File: src/design/smv_pkg.sv
`timescale 1ns / 1ps
`default_nettype none
// ----------------------------------------------------------------------------
// smv_pkg
// types and constants for the sim access message validator
// ----------------------------------------------------------------------------
package smv_pkg;

    localparam int DEF_MESSAGE_HEADER_BYTES = 4;
    localparam int DEF_PARAM_HEADER_BYTES   = 4;

    localparam int TOTAL_W = 17;
    localparam int OFFS_W  = 16;

    typedef enum logic [1:0] {
        STATUS_OK        = 2'd0,
        STATUS_NO_HEADER = 2'd1,
        STATUS_OVERSIZE  = 2'd2,
        STATUS_MALFORMED = 2'd3
    } status_t;

    typedef enum logic [1:0] {
        PH_MSG_HDR = 2'd0,
        PH_PAR_HDR = 2'd1,
        PH_BODY    = 2'd2,
        PH_TRAIL   = 2'd3
    } phase_t;

endpackage : smv_pkg
`default_nettype wire

File: src/design/sap_message_validator.sv
`timescale 1ns / 1ps
`default_nettype none
// a last byte accepted on s_* goes through the input register, then the result register, to m_*
// one byte per cycle, bar the wait below; the state update is one counter/compare pass
// a last byte waits in the input register only while an earlier verdict is not taken
// reset: synchronous active-low aresetn clears walk state, limit register and valids
// ----------------------------------------------------------------------------
// sap_message_validator
// walks the bytes of one sim access message and gives a verdict on the last byte
// ----------------------------------------------------------------------------
module sap_message_validator
    import smv_pkg::*;
#(
    parameter int MESSAGE_HEADER_BYTES = DEF_MESSAGE_HEADER_BYTES,
    parameter int PARAM_HEADER_BYTES   = DEF_PARAM_HEADER_BYTES
) (
    input  wire logic        aclk,
    input  wire logic        aresetn,

    input  wire logic        cfg_wr_en,
    input  wire logic [15:0] cfg_wr_data,  // max_message_size

    input  wire logic        s_tvalid,
    output logic             s_tready,
    input  wire logic [7:0]  s_tdata,      // [7:0] data_byte
    input  wire logic        s_tlast,      // last_byte

    output logic             m_tvalid,
    input  wire logic        m_tready,
    output logic [31:0]      m_tdata       // [1:0] status, [9:2] message_id,
                                           // [17:10] param_count, [25:18] params_complete
);

    localparam logic [TOTAL_W-1:0] MSG_HDR_LEN = TOTAL_W'(MESSAGE_HEADER_BYTES);
    localparam logic [TOTAL_W-1:0] PAR_HDR_LEN = TOTAL_W'(PARAM_HEADER_BYTES);
    localparam logic [TOTAL_W-1:0] TOTAL_MAX   = {TOTAL_W{1'b1}};

    logic [15:0] max_size_reg;

    // input register
    logic        in_valid_reg;
    logic [7:0]  in_byte_reg;
    logic        in_last_reg;

    // walk state
    logic [TOTAL_W-1:0] total_reg,     total_next;
    phase_t             phase_reg,     phase_next;
    logic [OFFS_W-1:0]  offset_reg,    offset_next;
    logic [15:0]        vlen_reg,      vlen_next;
    logic [7:0]         declared_reg,  declared_next;
    logic [7:0]         completed_reg, completed_next;
    logic [7:0]         msg_id_reg,    msg_id_next;

    // result register
    logic        out_valid_reg;
    status_t     out_status_reg;
    logic [7:0]  out_id_reg;
    logic [7:0]  out_count_reg;
    logic [7:0]  out_done_reg;

    logic               out_free;
    logic               proc;
    logic [TOTAL_W-1:0] offset_inc;
    logic [TOTAL_W-1:0] padded;
    logic [7:0]         completed_inc;
    status_t            status_next;

    assign out_free = !out_valid_reg || m_tready;
    // non-last bytes never wait; a verdict needs a free result slot
    assign proc     = in_valid_reg && (!in_last_reg || out_free);
    assign s_tready = !in_valid_reg || proc;

    assign offset_inc    = {1'b0, offset_reg} + TOTAL_W'(1);
    assign padded        = ({1'b0, vlen_reg} + TOTAL_W'(3)) & ~TOTAL_W'(3);
    assign completed_inc = completed_reg + 8'd1;

    always_comb begin
        total_next     = (total_reg < TOTAL_MAX) ? total_reg + TOTAL_W'(1) : total_reg;
        phase_next     = phase_reg;
        offset_next    = offset_reg;
        vlen_next      = vlen_reg;
        declared_next  = declared_reg;
        completed_next = completed_reg;
        msg_id_next    = msg_id_reg;

        unique case (phase_reg)
            PH_MSG_HDR: begin
                if (offset_reg == '0) begin
                    msg_id_next = in_byte_reg;
                end else if (offset_reg == OFFS_W'(1)) begin
                    declared_next = in_byte_reg;
                end
                offset_next = offset_inc[OFFS_W-1:0];
                if (offset_inc >= MSG_HDR_LEN) begin
                    offset_next = '0;
                    vlen_next   = '0;
                    phase_next  = (declared_next != 8'd0) ? PH_PAR_HDR : PH_TRAIL;
                end
            end
            PH_PAR_HDR: begin
                if (offset_reg == OFFS_W'(2) || offset_reg == OFFS_W'(3)) begin
                    vlen_next = {vlen_reg[7:0], in_byte_reg};
                end
                offset_next = offset_inc[OFFS_W-1:0];
                if (offset_inc >= PAR_HDR_LEN) begin
                    offset_next = '0;
                    if (vlen_next == 16'd0) begin
                        // empty value, parameter ends with its header
                        completed_next = completed_inc;
                        vlen_next      = '0;
                        phase_next     = (completed_inc == declared_reg) ? PH_TRAIL
                                                                         : PH_PAR_HDR;
                    end else begin
                        phase_next = PH_BODY;
                    end
                end
            end
            PH_BODY: begin
                offset_next = offset_inc[OFFS_W-1:0];
                if (offset_inc >= padded) begin
                    completed_next = completed_inc;
                    offset_next    = '0;
                    vlen_next      = '0;
                    phase_next     = (completed_inc == declared_reg) ? PH_TRAIL : PH_PAR_HDR;
                end
            end
            PH_TRAIL: begin
                // trailing bytes only count toward the total
            end
            default: begin
            end
        endcase
    end

    always_comb begin
        priority if (total_next < MSG_HDR_LEN) begin
            status_next = STATUS_NO_HEADER;
        end else if (max_size_reg != 16'd0 && total_next > {1'b0, max_size_reg}) begin
            status_next = STATUS_OVERSIZE;
        end else if (completed_next != declared_next) begin
            status_next = STATUS_MALFORMED;
        end else begin
            status_next = STATUS_OK;
        end
    end

    always_ff @(posedge aclk) begin
        if (!aresetn) begin
            max_size_reg <= '0;
        end else if (cfg_wr_en) begin
            max_size_reg <= cfg_wr_data;
        end
    end

    always_ff @(posedge aclk) begin
        if (!aresetn) begin
            in_valid_reg <= 1'b0;
        end else if (s_tready) begin
            in_valid_reg <= s_tvalid;
        end
    end

    always_ff @(posedge aclk) begin
        if (s_tready) begin
            in_byte_reg <= s_tdata;
            in_last_reg <= s_tlast;
        end
    end

    always_ff @(posedge aclk) begin
        if (!aresetn) begin
            total_reg     <= '0;
            phase_reg     <= PH_MSG_HDR;
            offset_reg    <= '0;
            vlen_reg      <= '0;
            declared_reg  <= '0;
            completed_reg <= '0;
            msg_id_reg    <= '0;
        end else if (proc) begin
            if (in_last_reg) begin
                // verdict given, start clean for the next message
                total_reg     <= '0;
                phase_reg     <= PH_MSG_HDR;
                offset_reg    <= '0;
                vlen_reg      <= '0;
                declared_reg  <= '0;
                completed_reg <= '0;
                msg_id_reg    <= '0;
            end else begin
                total_reg     <= total_next;
                phase_reg     <= phase_next;
                offset_reg    <= offset_next;
                vlen_reg      <= vlen_next;
                declared_reg  <= declared_next;
                completed_reg <= completed_next;
                msg_id_reg    <= msg_id_next;
            end
        end
    end

    always_ff @(posedge aclk) begin
        if (!aresetn) begin
            out_valid_reg <= 1'b0;
        end else if (proc && in_last_reg) begin
            out_valid_reg <= 1'b1;
        end else if (m_tready) begin
            out_valid_reg <= 1'b0;
        end
    end

    always_ff @(posedge aclk) begin
        if (proc && in_last_reg) begin
            out_status_reg <= status_next;
            out_id_reg     <= msg_id_next;
            out_count_reg  <= declared_next;
            out_done_reg   <= (status_next == STATUS_NO_HEADER) ? 8'd0 : completed_next;
        end
    end

    assign m_tvalid = out_valid_reg;
    assign m_tdata  = {6'd0, out_done_reg, out_count_reg, out_id_reg, out_status_reg};

endmodule : sap_message_validator
`default_nettype wire

File: config.mk
export PLATFORM = sky130hd
export DESIGN_NAME = sap_message_validator
export DESIGN_NICKNAME = d
export VERILOG_FILES = /design/src/design/smv_pkg.sv /design/src/design/sap_message_validator.sv
export SDC_FILE = /design/constraint.sdc
export NUM_CORES = 1
export LEC_CHECK = 0
export BUFFER_PORTS_ARGS = -buffer_cell sky130_fd_sc_hd__buf_2
export CAP_MARGIN = 10
export CORE_MARGIN = 10
export CORE_UTILIZATION = 35
export DETAILED_ROUTE_END_ITERATION = 7
export PLACE_DENSITY_LB_ADDON = 0.05
export SLEW_MARGIN = 20
export SYNTH_ARGS = -nofsm -noshare
export SYNTH_HDL_FRONTEND = slang
export SYNTH_SLANG_ARGS = --single-unit
File: constraint.sdc
create_clock -name aclk -period 11 [get_ports aclk]
set_input_delay 1.65 -clock aclk [delete_from_list [all_inputs] [get_ports aclk]]
set_output_delay 1.65 -clock aclk [all_outputs]
set_load 0.01 [all_outputs]
==> metrics.csv <==
stage;metric;value;unit
floorplanning;fp.dieW;170;um
yosys;ys.flop_type;dfxtp_1;
global_route;grtUsageMet2;25.7;%
clock_network;post_cts_resized;0;
global_route;top_usage_layer;met2;
clock_network;clkSinkCount;128;
placed_design;dp.cells;1132;
setup_path;cp_top_family;simple AND/OR/NAND/NOR gates;
yosys;yosysUniqueCellTypes;80;
yosys;synthCells;839;
cells_and_area;nFillCells;2150;
global_route;grt_use_met1;19.6;%
clock_network;cts_htree_levels;4;
clock_network;ctsHoldBuffers;0;
global_route;met3_usage;3.22;%
placed_design;gp_congestion;0.827;
cells_and_area;postLayoutCoreUtil;40.5;%
setup_path;cp-end-kind;register;
route;dr.pass1.iters;5;
route;totalWireLength;21.8;mm
floorplanning;initial_core_util;35.9;%
setup_path;crit_start;vlen_reg[2];
floorplanning;num_rows;54;
pwr;power_density;126;mW/mm^2
setup_path;crit_required;11.15;ns
clock_network;clk_latency;0.42;ns
setup_path;cp_cell_sequence;o21a_1 -> nand3_1 -> nor2_1 -> and3_1 -> and3_1 -> nand3_1 -> nor2_1 -> nand2_1 -> xor2_1 -> ha_1 -> nand4_1 -> o311ai_1 -> buf_4 -> nor2_1 -> a211o_4 -> a221oi_4 -> xor2_1 -> and4_1 -> a41oi_1;
cells_and_area;fin_nets;941;
setup_path;endpoint;out_status_reg[1];
clock_network;cts_buffer_depth;2;
yosys;async_reset_ff_share;0;%
setup_path;path_class;reg -> reg;
global_route;grt_pass1_wl;35.2;mm
floorplanning;pin_count;64;
route;vias_per_cell;5.41;
clock_network;cts_tree;done;
route;num_vias;6298;
setup_path;crit_slowest_cell;o311ai_1;
setup_path;crit_buf_inv;1;
cells_and_area;syn_to_final_growth;13.0;%
status;status;finished clean;
cells_and_area;final_cell_mix;93 x dfxtp_1, 87 x nor2b_1, 58 x a22oi_1;
setup_path;setup.worst_path.start_class;register;
clock_network;cts-root-buf;clkbuf_16;
yosys;yosys_warnings;0;
timing;post-route-min-period;4.91;ns
pwr;leakage;3.30;nW
cells_and_area;drive_gt1_share;16.0;%
yosys;synth_area;0.00788;sq mm
route;ant_nets;0;
timing;period_share;44.6;%
floorplanning;core;0.0220;sq mm
global_route;grt_max_degree;94;
route;drc;0;
setup_path;cp.arrival;5.05;ns
pwr;vdd_drop_max;0.0764;mV
timing;timing.final.hold_violations;0;
clock_network;path_clk_slew;0.06;ns
setup_path;r2r-end;out_status_reg[1];
timing;setup_violations;0;
placed_design;dpl.hpwl;15.7;mm
yosys;synth-seq-area-share;37.0;%
cells_and_area;num_antenna_cells;0;
yosys;syn_area_per_cell;9.39;sq um
placed_design;port_buffers;57;
floorplanning;die_area;0.0289;sq mm
cells_and_area;final_cells;1164;
global_route;grtUsageTotal;15.4;%
timing;timing.fmax;204;MHz
timing;final_max_slew_viol_count;0;
min_path;hp-class;reg -> reg;
yosys;synth_edf_count;35;
setup_path;max_stage_delay;0.48;ns
setup_path;timing.rr.start;vlen_reg[2];
timing;rsz0062_at_grt;false;
timing;tns;0;ns
setup_path;ff2ff_path_depth;19;
yosys;synth-seq-cells;128;
setup_path;cp_common_cell;nor2_1;
floorplanning;die_y;170;um
timing;slew_headroom;30.2;%
global_route;antenna_found_initial;0;
clock_network;post_cts_buffers;0;
global_route;grt_pass1_vias;6274;
job;drv_cap;0;
clock_network;cts_buffers;17;
cells_and_area;largest_reg_flops;17;
setup_path;path_max_fanout;9;
setup_path;critical_path_cell_count;19;
timing;fin_skew;0.0120;ns
route;routedWlPerCell;18.7;um
timing;tightest_slew;1.04;ns
route;dr.first_iter.drc_count;304;
setup_path;reg2reg_setup_slack;6.09;ns
global_route;grt_overflow_total;0;
cells_and_area;final_common_cell;dfxtp_1;
-- cell type report --
| cell class | instances | area [sq um] | area share [%] |
|---|---|---|---|
| clock inverter | 15 | 135 | 1.52 |
| sequential | 128 | 2910 | 32.7 |
| tap | 280 | 350 | 3.94 |
| timing repair buffer | 63 | 330 | 3.71 |
| clock buffer | 17 | 425 | 4.78 |
| inverter | 36 | 135 | 1.52 |
| multi-input combinational | 625 | 4610 | 51.8 |
-- kinds of logic after synthesis --
family	share of synthesized area (%)
adders and majority gates	6.35
muxes	5.10
xor gates and xnor gates	7.00
and+or+nand+nor	22.3
other	0.0476
DFF	37.0
buffers and inverters	5.19
AOI/OAI and AO/OA	17.0
-- per-stage QoR --
step                      hold slack, ns  worst slack [ns]  cell area [sq um]  total power, mW
after floorplan                    0.496              6.51               7900            0.564
after global placement             0.507              6.25               8330            0.590
after detailed placement           0.522              6.03               8330            0.592
after CTS                          0.541              6.01               8890             1.14
after global routing               0.558              5.72               8900             1.17
final                              0.534              6.09               8900             1.13
-- per-layer routing --
layer,up-vias,share of wire (%)
li1,3102,-
met1,3065,46
met2,118,49
met3,13,3.8
met4,0,1.0
met5,-,0
-- synth_stat cells (15+ instances only) --
library cell / count / area, sq um
ha_1: 40 / 500
nor2_1: 41 / 154
nand3_1: 18 / 90.1
nor3_1: 15 / 75.1
xor2_1: 28 / 245
nand4_1: 15 / 93.8
nor2b_1: 87 / 544
a21oi_1: 20 / 100
mux2_2: 17 / 191
edfxtp_1: 35 / 1050
xnor2_1: 35 / 307
nor4_1: 18 / 113
and2_1: 15 / 93.8
mux2i_1: 21 / 210
inv_1: 36 / 135
clkbuf_1: 33 / 124
nand2_1: 45 / 169
o21ai_0: 27 / 135
dfxtp_1: 93 / 1860
a22oi_1: 58 / 435
-- worst min path at each step --
stage                       start             to  slack (ns)  cells after the start
floorplan           msg_id_reg[0]  msg_id_reg[0]        0.50                      2
global placement    msg_id_reg[0]  msg_id_reg[0]        0.51                      2
detailed placement  msg_id_reg[5]  msg_id_reg[5]        0.52                      2
CTS                 msg_id_reg[4]  msg_id_reg[4]        0.54                      2
global route        msg_id_reg[1]  msg_id_reg[1]        0.56                      2
finish              msg_id_reg[4]  msg_id_reg[4]        0.53                      2
-- power by group --
group          internal (mW)  switching [mW]  total [mW]
sequential             0.494         0.00933       0.504
combinational         0.0318          0.0458      0.0776
clock                  0.312           0.232       0.544
total                  0.838           0.287        1.13
-- worst register-to-register path: cells and delay by family, from the launching register on --
family | cells | cell delay [ns]
simple gates | 10 | 1.81
compound gates | 5 | 1.54
buf+inv | 1 | 0.24
flops | 1 | 0.40
xor+xnor | 2 | 0.33
fa+ha+maj | 1 | 0.31
Power figures use the tool's default switching activity.
